==> config.mk <==
export PLATFORM = sky130hd
export DESIGN_NAME = dcmas_front
export DESIGN_NICKNAME = d
export VERILOG_FILES = /design/src/design/dual_channel_moving_average_scaler_unit_assert.svh /design/src/design/dcmas_pkg.sv /design/src/design/dcmas_front.sv
export SDC_FILE = /design/constraint.sdc
export NUM_CORES = 1
export LEC_CHECK = 0
export CAP_MARGIN = 20
export CELL_PAD_IN_SITES_DETAIL_PLACEMENT = 0
export CELL_PAD_IN_SITES_GLOBAL_PLACEMENT = 2
export CORE_MARGIN = 2
export CORE_UTILIZATION = 37
export DETAILED_ROUTE_END_ITERATION = 7
export DONT_BUFFER_PORTS = 1
export PLACE_DENSITY_LB_ADDON = 0.1
export SLEW_MARGIN = 10
export SYNTH_ARGS = -nofsm -noshare
export SYNTH_HDL_FRONTEND = slang
export SYNTH_SLANG_ARGS = --single-unit
==> constraint.sdc <==
create_clock -name i_clk -period 1.32 [get_ports i_clk]
set_input_delay 0.066 -clock i_clk [delete_from_list [all_inputs] [get_ports i_clk]]
set_output_delay 0.066 -clock i_clk [all_outputs]
set_load 0.01 [all_outputs]
==> src/design/dual_channel_moving_average_scaler_unit_assert.svh <==
// Assertion macros for the dual-channel moving-average scaler.
// Included by the top level; needs nothing else.
`ifndef DUAL_CHANNEL_MOVING_AVERAGE_SCALER_UNIT_ASSERT_SVH
`define DUAL_CHANNEL_MOVING_AVERAGE_SCALER_UNIT_ASSERT_SVH

// Same-cycle implication, held off during reset.
`define DCMAS_ASSERT_IMP(name, clk, rst_n, ante, cons) \
    name: assert property (@(posedge clk) disable iff (!rst_n) (ante) |-> (cons)) \
        else $error("dcmas assertion failed");

// Next-cycle implication, held off during reset.
`define DCMAS_ASSERT_NXT(name, clk, rst_n, ante, cons) \
    name: assert property (@(posedge clk) disable iff (!rst_n) (ante) |=> (cons)) \
        else $error("dcmas assertion failed");

`endif

==> src/design/dcmas_pkg.sv <==
// Shared types and constants of the dual-channel moving-average scaler.
// Used by every module of the block but dcmas_ram; depends on nothing.
`default_nettype none

package dcmas_pkg;

    localparam int SAMPLE_BITS = 12;
    localparam int SENSE_W     = 22;
    localparam int GAIN_W      = 12;
    localparam int SCALED_W    = 25;
    localparam int CFG_W       = 22;
    localparam int CFG_IDX_W   = 3;

    // Shared divider: 10-bit divisor, 36-bit dividend, four quotient bits a cycle.
    localparam int DIV_W       = 10;
    localparam int DVD_W       = 36;
    localparam int RADIX_BITS  = 4;
    localparam int STEP_W      = 4;
    localparam logic [STEP_W-1:0] AVG_STEPS   = STEP_W'(SAMPLE_BITS / RADIX_BITS);
    localparam logic [STEP_W-1:0] MILLI_STEPS = STEP_W'(DVD_W / RADIX_BITS);
    localparam logic [DIV_W-1:0]  MILLI_DIV   = DIV_W'(1000);

    localparam logic [SENSE_W-1:0] SENSE_FULL_UV = SENSE_W'(2500000);
    localparam logic [SENSE_W-1:0] SENSED_MAX    =
        SENSE_W'((longint'((1 << SAMPLE_BITS) - 1) * 64'd2500000) >> SAMPLE_BITS);

    localparam logic signed [SCALED_W-1:0] SCALED_MAX = 25'sh0FFFFFF;
    localparam logic signed [SCALED_W-1:0] SCALED_MIN = 25'sh1000000;
    localparam logic [DVD_W-1:0] POS_LIMIT = DVD_W'(16777215);
    localparam logic [DVD_W-1:0] NEG_LIMIT = DVD_W'(16777216);

    typedef enum logic [CFG_IDX_W-1:0] {
        CFG_LED_THRESHOLD     = 3'd0,
        CFG_VOLTAGE_GAIN      = 3'd1,
        CFG_VOLTAGE_OFFSET_UV = 3'd2,
        CFG_CURRENT_SCALE     = 3'd3,
        CFG_CURRENT_OFFSET_UV = 3'd4
    } t_cfg_idx;

    typedef struct packed {
        logic [SAMPLE_BITS-1:0] led_threshold;
        logic [GAIN_W-1:0]      voltage_gain;
        logic [SENSE_W-1:0]     voltage_offset_uv;
        logic [GAIN_W-1:0]      current_scale;
        logic [SENSE_W-1:0]     current_offset_uv;
    } t_cfg;

    localparam t_cfg CFG_RESET = '{
        led_threshold:     12'd1638,
        voltage_gain:      12'd772,
        voltage_offset_uv: 22'd1286000,
        current_scale:     12'd20,
        current_offset_uv: 22'd1650000
    };

    typedef struct packed {
        logic                   ch;
        logic [SAMPLE_BITS-1:0] sample;
    } t_item;

    typedef struct packed {
        logic               start;
        logic [DVD_W-1:0]   dividend;
        logic [DIV_W-1:0]   rem_init;
        logic [DIV_W-1:0]   divisor;
        logic [STEP_W-1:0]  steps;
    } t_div_req;

    typedef enum logic [2:0] {
        ST_IDLE,
        ST_UPD,
        ST_AVG,
        ST_SENSE,
        ST_DIFF,
        ST_MUL,
        ST_MILLI,
        ST_OUT
    } t_state;

endpackage

`default_nettype wire

==> src/design/dcmas_front.sv <==
// Front end: accepts samples, tags each with the channel now due, and queues it.
// Two-entry queue toward the back end; uses dcmas_pkg.
`default_nettype none

module dcmas_front (
    input  wire logic                             i_clk,
    input  wire logic                             i_rst_n,
    input  wire logic                             i_in_valid,
    output logic                                  o_in_ready,
    input  wire logic [dcmas_pkg::SAMPLE_BITS-1:0] i_sample,
    output dcmas_pkg::t_item                      o_item,
    output logic                                  o_item_valid,
    input  wire logic                             i_pop
);

    dcmas_pkg::t_item r_slot [2];
    logic             r_wr_ptr;
    logic             r_rd_ptr;
    logic [1:0]       r_count;
    logic             r_due;
    logic             t_push;

    assign o_in_ready   = (r_count != 2'd2);
    assign o_item_valid = (r_count != 2'd0);
    assign o_item       = r_slot[r_rd_ptr];
    assign t_push       = i_in_valid && o_in_ready;

    always_ff @(posedge i_clk) begin
        if (t_push) begin
            r_slot[r_wr_ptr] <= '{ch: r_due, sample: i_sample};
        end
    end

    always_ff @(posedge i_clk) begin
        if (!i_rst_n) begin
            r_wr_ptr <= 1'b0;
            r_rd_ptr <= 1'b0;
            r_count  <= 2'd0;
            r_due    <= 1'b0;
        end else begin
            if (t_push) begin
                r_wr_ptr <= ~r_wr_ptr;
                r_due    <= ~r_due;
            end
            if (i_pop) begin
                r_rd_ptr <= ~r_rd_ptr;
            end
            case ({t_push, i_pop})
                2'b10:   r_count <= r_count + 2'd1;
                2'b01:   r_count <= r_count - 2'd1;
                default: r_count <= r_count;
            endcase
        end
    end

endmodule

`default_nettype wire

==> metrics.txt, run 1 <==
Worst-Skew Late Latency=0.31 ns; Yosys cell types=16; fin nets=122; drt total wl=1915 µm; Setup CP Type=flop to flop; CORE AREA=0.003053 mm²; Chip Height=60.68 µm; clock slew seen by the registers of the worst setup and hold paths=0.09 ns; Final Max Slew Viols=0; syn nets=87; final RePlAce weighted congestion=0.6292; Clock Power Share=29.0%; Worst Clk Skew=0.004956 ns; RSZ-0062 raised after global routing=yes; DR WL met2=958 µm; Gate Count Post-Synth=70; Setup-failing EPs final=1; initial antenna violation count=0; synth cell count leaders=26 x edfxtp_1, 13 x mux2_2, 6 x dfxtp_1; synthesized area per cell=16.98 µm²; EDFF count, synth=26; count leader, synth=edfxtp_1; n_diodes=0; setup slack after layout=-0.05756 ns; Die Area=0.003682 mm²; Power Internal=0.001854 W; max_cap viols=0; Max Root-Sink Buffers=2; CTS Sinks=32; via count=679; final worst path period share=104.4%; top sig layer=met4; IO buf count=0; Startpoint Class=flop; post-route ant nets=0; P&R area growth vs syn=37.05%; Die X=60.68 µm; net switching power figure=0.0005445 W; routed vias/inst=4.527; PD cells=1472 mW/mm²; register area share after synthesis=75.79%; Final Hold Vio Count=0; root buffer cell=clkbuf_4; post-place setup slack=-0.09725 ns; wire length per cell=12.77 µm; Top FF cell, synth=edfxtp_1; CP Max Fanout=3; global-route wire length before repair=2766 µm; 1st-iter DRT viols=19; CTS tree=done; Slew HR=86.06%; IO Count=31; number of global-route vias before repair=633; Yosys reg bits=32; share of cells above drive strength 1=39.62%; outcome=finished with violations; Yosys top cell area share=65.68%; met3 WL=154 µm; slew at the pin closest to its max-slew limit=0.2070 ns; WP data arrival=1.63 ns; M1 wire length=783 µm; failing checks=setup timing; area leader, netlist=edfxtp_1; synthesized area=0.001189 mm²; H-tree depth=2; Worst Path Required=1.57 ns; Post-synth ARST share=0%; Fmax=725.9 MHz; overall routing resource usage=11.36%; post-route cell area=0.001629 mm²; Hold WC Path Type=input port to flop; Pleak=0.5938 nW; Placement Cell Area=0.001323 mm²; largest net degree at the start of global routing=14; row count=20; Initial DRT Pass Iterations=3; DRC viols=0; Synthesis Warnings=0; worst vdd ir=654.6 µV; dpl hpwl=1202 µm; global route total overflow=0; Worst setup EP type=flop; Final min period=1.378 ns; Reg power frac=51.6%; total CTS buffers=5; initial core utilization=38.93%; combinational power share=19.4%; synth top area cells=edfxtp_1 66%, mux2_2 12%, dfxtp_1 10%, or3_1 1.6%, xnor2_1 1.5%; Net Sw Frac=22.71%
[final timing paths]
check / from / end / slack, ns / depth (start not counted)
min: i_in_valid / r_due / 0.05 / 3
max reg2reg: r_count[1] / r_count[1] / -0.06 / 6
max: r_count[1] / r_count[1] / -0.06 / 6
min reg2reg: r_due / r_slot[1][12] / 0.50 / 0
[cell families (layout without fill, tap and decap cells)]
group / Yosys count / in the layout / synth area share (%)
fa+ha+maj: 1 / 1 / 1.052
simple gates: 10 / 10 / 4.422
flops: 32 / 32 / 75.79
compound gates: 6 / 6 / 2.526
xor+xnor: 3 / 3 / 2.211
buf+inv: 5 / 41 / 1.683
mux: 13 / 13 / 12.32
[critical path: stages, from the launching register on]
cell	delay, ns
dfxtp_2	0.33
nor2b_4	0.15
inv_2	0.05
nand2_2	0.07
ha_4	0.20
or3_1	0.38
a21oi_2	0.12
[per-stage QoR]
step | power, W | hold slack (ns) | cells | util (%) | TNS [ns]
final | 0.002398 | 0.04650 | 150 | 53.36 | -0.05756
after global routing | 0.002510 | 0.03312 | 150 | 53.36 | -0.4352
after CTS | 0.002413 | 0.01239 | 149 | 52.70 | -0.02847
after detailed placement | 0.001623 | 0.1650 | 122 | 43.32 | -0.1440
after global placement | 0.001617 | 0.1650 | 122 | 43.32 | -0.1125
after floorplan | 0.001488 | 0.1649 | 70 | - | -0.09622
[cells in the final DEF (no fill, tap or decap), drive strengths merged]
cell,n
buf,12
or2,1
nand2,1
clkinv,1
nor2b,1
edfxtp,26
mux2,13
dlygate4sd3,17
clkbuf,6
nor2,3
bufinv,1
dfxtp,6
ha,1
and3,1
inv,4
xnor2,2
a21oi,3
o21ai,3
or3,3
xor2,1
[registers in the layout, summed over array words and instances, names as in the netlist, named ones only]
| name | cells |
|---|---|
| r_slot | 26 |
| r_count | 2 |
| r_due | 1 |
| r_rd_ptr | 1 |
| r_wr_ptr | 1 |
[layer usage]
| layer | global-route usage (%) | up-vias |
|---|---|---|
| li1 | - | 328 |
| met1 | 11.07 | 329 |
| met2 | 18.59 | 20 |
| met3 | 6.823 | 2 |
| met4 | 6.522 | 0 |
| met5 | 0 | - |
[power by group through the flow]
stage,combinational [W],sequential [W],clock [W]
after global routing,0.000501,0.00125,0.000763
after CTS,0.000448,0.00124,0.000728
after detailed placement,0.000367,0.00126,0
after floorplan,0.000232,0.00126,0
final,0.000466,0.00124,0.000696
after global placement,0.000364,0.00125,0
[cell type report]
type                    count  area, µm²
well taps                  44      55.05
clock inverters             2      35.03
fillers                   271       1424
multi-input cells          33      299.0
repair buffers             29      280.3
clock buffers               6      41.29
flip-flops and latches     32      903.4
inverters                   4      15.01
[timing repair]
| item | in CTS | in global routing |
|---|---|---|
| pin swaps | 3 | 0 |
| hold buffers | 17 | 0 |
| resized for setup | 6 | 4 |
| setup endpoints to repair | 15 | 24 |
| setup buffers | 2 | 1 |
| endpoints found under the hold margin | 29 | 0 |
Note: power is estimated with default switching activity, not from simulation.
==> run 2, diff against run 1 <==
CORE_UTILIZATION = 45   (was 37)
clock period = 1.6 ns   (was 1.32 ns; I/O delays follow)
==> run 2 against run 1 <==
Compared with the run above: the run now ends clean; global-route usage is 2.2 points higher; worst setup slack better by 0.13 ns; cell area is 10% lower; final cell count is 16% lower; register-to-register slack better by 0.13 ns; die area is 17% lower; fmax is 9.9% lower; hold slack worse by 0.0081 ns; critical path type unchanged; largest power group unchanged.
==> metrics.txt, run 2 (synthesized netlist as in run 1, its figures left out) <==
overall routing resource usage=13.57% (+2.2 points); Final Hold Vio Count=0 (unchanged); largest net degree at the start of global routing=14 (unchanged); Setup Fix Bufs, Post-CTS=0 (-2); Die X=55.40 µm (-8.7%); drt total wl=1792 µm (-6.4%); Hold WC Path Type=input port to flop; CTS Sinks=32 (unchanged); Initial DRT Pass Iterations=4 (+1); Max Root-Sink Buffers=2 (unchanged); n_diodes=0 (unchanged); IO Count=31 (unchanged); initial core utilization=47.55% (+8.6 points); IO buf count=0 (unchanged); 1st-iter DRT viols=11 (-8); outcome=finished clean; post-place setup slack=-0.005168 ns (+0.09208 ns); row count=18 (-10%); Setup-failing EPs final=0 (-1); DRC viols=0 (unchanged); Final Max Slew Viols=0 (unchanged); Min Hold Slack=0.03839 ns (-0.008112 ns); final worst path period share=95.53% (-8.8 points); Die Area=0.003069 mm² (-17%); max reg flops=26 (unchanged); WP data arrival=1.78 ns (+0.15 ns); slew at the pin closest to its max-slew limit=0.3207 ns (+0.1138 ns); Largest regs=r_slot x26, r_count x2; routed vias/inst=5.159 (+14%); fillers=218 (-20%); Worst Clk Skew=0.006758 ns (+0.001802 ns); Pleak=0.5231 nW (-12%); wire length per cell=14.22 µm (+11%); most frequent cells in the layout=26 x edfxtp_1, 15 x dlygate4sd3_1, 13 x mux2_2; dpl hpwl=1110 µm (-7.6%); Fmax=654.3 MHz (-9.9%); Most flops, register=r_slot; Chip Height=55.40 µm (-8.7%); total CTS buffers=5 (unchanged); number of global-route vias before repair=622 (-1.7%); Worst setup EP type=flop; global-route wire length before repair=3015 µm (+9.0%); max_cap viols=0 (unchanged); initial antenna violation count=0 (unchanged); Worst Path Required=1.86 ns (+0.29 ns); CTS tree=done; total chip power=0.001725 W (-28%); commonest non-fill, non-tap cell in the layout=edfxtp_1; clock slew seen by the registers of the worst setup and hold paths=0.09 ns (about the same); Final min period=1.528 ns (+0.1509 ns); fin nets=112 (-8.2%); fin util=58.41% (+5.0 points); share of cells above drive strength 1=28.13% (-11 points); H-tree depth=2 (unchanged); Startpoint Class=flop; CP Max Fanout=5 (+2); worst vdd ir=807.5 µV (+23%); final RePlAce weighted congestion=0.6345 (+0.84%); P&R area growth vs syn=22.84%; global route total overflow=0 (unchanged); root buffer cell=clkbuf_4; via count=650 (-4.3%); Worst-Skew Late Latency=0.32 ns (about the same); Slew HR=78.62% (-7.4 points); Setup CP Type=flop to flop; post-route ant nets=0 (unchanged); CORE AREA=0.002500 mm² (-18%); PD cells=1181 mW/mm² (-20%); setup slack after layout=0.07158 ns (+0.1291 ns)
run 2: what timing repair did:
action	in CTS	in global routing
hold buffers	15	0
gates cloned	0	0
gates resized for setup	1	4
endpoints found under the hold margin	29	0
endpoints found under the setup margin	1	20
run 2: metrics by stage:
stage	setup TNS, ns	instance area (µm²)	cells
after floorplan	0	1189	70
after global placement	0	1251	103
after detailed placement	-0.005168	1251	103
after CTS	0	1453	126
after global routing	-0.002819	1460	126
final	0	1460	126
run 2: worst max-delay path, cell delays in order (launching register included):
cell and delay, ns:
dfxtp_1 0.44, nor2b_4 0.07, inv_1 0.09, nand2_1 0.07, ha_1 0.31, or3_1 0.35, a21oi_1 0.14
run 2: cell type report:
cell class	count	area (µm²)	share of cell area, %
inverters	4	15.01	1.028
clock inverters	1	3.754	0.2571
well taps	30	37.54	2.571
flip-flops and latches	32	902.1	61.78
clock buffers	7	45.04	3.085
multi-input cells	33	276.5	18.94
repair buffers	19	180.2	12.34
run 2: path summary, 6_finish.rpt:
path / start / depth (start not counted) / slack (ns) / to
worst min-delay path: i_in_valid / 3 / 0.04 / r_due
worst max-delay path: r_count[0] / 6 / 0.07 / r_count[1]
worst min register to register: r_due / 0 / 0.49 / r_slot[1][12]
worst max register to register: r_count[0] / 6 / 0.07 / r_count[1]
run 2: layer usage:
metal	track usage [%]	up-vias	part of all wire, %
met5	0	-	0
met4	10.45	0	3.4
met3	6.557	7	7.5
met2	19.22	24	46
met1	15.65	311	43
li1	-	308	-
run 2: power breakdown:
group          switching (W)  internal (W)
registers          0.0000333      0.000995
logic               0.000142      0.000136
clock network       0.000251      0.000169
total               0.000426       0.00130
==> run 3, diff against run 2 <==
BUFFER_PORTS_ARGS = -buffer_cell sky130_fd_sc_hd__buf_2   (was not set)
CELL_PAD_IN_SITES_DETAIL_PLACEMENT = 1   (was 0)
CELL_PAD_IN_SITES_GLOBAL_PLACEMENT = 1   (was 2)
CORE_UTILIZATION = 44   (was 45)
DONT_BUFFER_PORTS = not set   (was 1)
==> run 3 against run 2 <==
Compared with the run above: largest power group unchanged; critical path type unchanged; register-to-register slack is essentially flat; non-clock buffer count up 28; sequential share of layout area shrank 5.5 points; global-route usage grew 3.7 points; clock skew grew 0.0022 ns; cell area increased by 9.9%; first-iteration DRC count is 27% lower; hold slack improved by 0.046 ns.
==> metrics.txt, run 3 (synthesized netlist as in run 1, its figures left out) <==
root buffer cell=clkbuf_4; Chip Height=55.98 µm (+1.0%); Final Hold Vio Count=0 (unchanged); Setup CP Type=flop to flop; Worst R2R Setup Slack=0.06 ns (about the same); most frequent cells in the layout=30 x buf_2, 26 x edfxtp_1, 13 x mux2_2; Initial DRT Pass Iterations=4 (unchanged); Worst setup EP type=flop; TNS Setup=0 ns (unchanged); Hold WC Path Type=input port to flop; clock slew seen by the registers of the worst setup and hold paths=0.09 ns (about the same); cells on worst reg2reg path=7 (+1); largest net degree at the start of global routing=14 (unchanged); Largest regs=r_slot x26, r_count x2; Final min period=1.540 ns (+0.01186 ns); hold path depth=3 (unchanged); worst hold endpoint=r_rd_ptr; CTS tree=done; worst r2r src=r_count[1]; n_diodes=0 (unchanged); CP max stage cell=or3_1; worst vdd ir=810.9 µV (+0.42%); Die X=55.98 µm (+1.0%); outcome=finished clean; CTS Sinks=32 (unchanged); cell count after placement=133 (+29%); IO Count=31 (unchanged); Worst Clk Skew=0.008938 ns (+0.002180 ns); Min Hold Slack=0.08460 ns (+0.04621 ns); WP data arrival=1.79 ns (about the same); row count=18 (unchanged); routed vias/inst=4.961 (-3.8%); total chip power=0.001825 W (+5.8%); slew at the pin closest to its max-slew limit=0.6211 ns (+0.3004 ns); CP Max Fanout=4 (-1); Worst Path Required=1.85 ns (about the same); net switching power figure=0.0004707 W (+11%); P&R area growth vs syn=35.05%; Die Area=0.003133 mm² (+2.1%); share of cells above drive strength 1=48.39% (+20 points); Max Root-Sink Buffers=2 (unchanged); Worst-Skew Late Latency=0.33 ns (about the same); H-tree depth=2 (unchanged); Power Internal=0.001355 W (+4.3%); initial antenna violation count=0 (unchanged); Fmax=649.2 MHz (-0.77%); final worst path period share=96.27% (+0.74 points); PD cells=1137 mW/mm² (-3.7%); number of global-route vias before repair=810 (+30%); post-route ant nets=0 (unchanged); Critical Path, Cell by Cell=nor2b_4 -> inv_1 -> nand2_1 -> ha_4 -> xnor2_1 -> or3_1 -> a21oi_2; commonest non-fill, non-tap cell in the layout=buf_2; global route total overflow=0 (unchanged); Most flops, register=r_slot; dpl hpwl=1495 µm (+35%); via count=764 (+18%); combinational power share=19.9% (+3.8 points); 1st-iter DRT viols=8 (-3); global-route wire length before repair=3891 µm (+29%); Reg power frac=56.5% (-3.1 points); IO buf count=30 (+30); Clock Power Share=23.7% (-0.6 points); max reg flops=26 (unchanged); Setup-failing EPs final=0 (unchanged); fin util=63.64% (+5.2 points); HP Start=i_pop; Pleak=0.6374 nW (+22%); Net Sw Frac=25.78% (+1.1 points); overall routing resource usage=17.31% (+3.7 points); CORE AREA=0.002522 mm² (+0.90%); final RePlAce weighted congestion=0.6329 (-0.25%); initial core utilization=47.12% (-0.42 points); wire length per cell=14.90 µm (+4.8%); Finished Layout Cells=154 (+22%); max_cap viols=0 (unchanged); total CTS buffers=5 (unchanged); Startpoint Class=flop; drt total wl=2295 µm (+28%); fin nets=140 (+25%); CP max stage delay=0.36 ns (-0.08 ns); Final Max Slew Viols=0 (unchanged); DRC viols=0 (unchanged); Reg2Reg Capture Point=r_count[1]; Slew HR=58.59% (-20 points)
[run 3: worst max-delay path by stage]
stage               slack [ns]        from          to  cells after the start
global route             -0.01  r_count[1]  r_count[1]                      7
detailed placement       -0.11  r_count[1]  r_count[1]                      6
floorplan                 0.10  r_count[1]  r_count[1]                      6
global placement          0.09  r_count[1]  r_count[1]                      6
CTS                       0.03  r_count[1]  r_count[1]                      6
finish                    0.06  r_count[1]  r_count[1]                      7
[run 3: critical path, delay by kind of cell (launching register included)]
family | cells | cell delay (ns)
compound gates | 1 | 0.18
fa+ha+maj | 1 | 0.16
buf+inv | 1 | 0.09
flops | 1 | 0.34
simple gates | 3 | 0.57
xor+xnor | 1 | 0.12
[run 3: layer usage]
layer  up-vias  track usage, %  wire (µm)
li1        366               -          -
met1       367           18.53        920
met2        25           29.08       1200
met3         6           6.977        123
met4         0           9.184         51
met5         -               0          0
[run 3: layout make-up]
| type | instances | area, µm² |
|---|---|---|
| Fill cell | 242 | 917.1 |
| Sequential cell | 32 | 903.4 |
| Timing Repair Buffer | 47 | 307.8 |
| Multi-Input combinational cell | 33 | 291.5 |
| Clock buffer | 7 | 45.04 |
| Tap cell | 30 | 37.54 |
| Inverter | 4 | 15.01 |
| Clock inverter | 1 | 5.005 |
[run 3: power by group through the flow]
stage | clock network, W | logic [W] | registers [W]
2_1_floorplan | 0 | 0.000187 | 0.00104
4_1_cts | 0.000448 | 0.000349 | 0.00103
3_3_place_gp | 0 | 0.000307 | 0.00104
5_1_grt | 0.000478 | 0.000400 | 0.00104
6_report | 0.000432 | 0.000363 | 0.00103
3_5_place_dp | 0 | 0.000319 | 0.00105
[run 3: repair_timing]
item,4_1_cts,5_1_grt
buffers inserted,0,1
hold buffers,12,0
gates resized for setup,4,2
setup endpoints to repair,6,6
hold endpoints to repair,24,0
gates cloned,0,0
[run 3: per-stage QoR]
step / worst slack [ns] / cell area [µm²]
3_5_place_dp: -0.1083 / 1401
3_3_place_gp: 0.09053 / 1401
5_1_grt: -0.01417 / 1605
2_1_floorplan: 0.1048 / 1189
4_1_cts: 0.03084 / 1582
6_report: 0.05971 / 1605
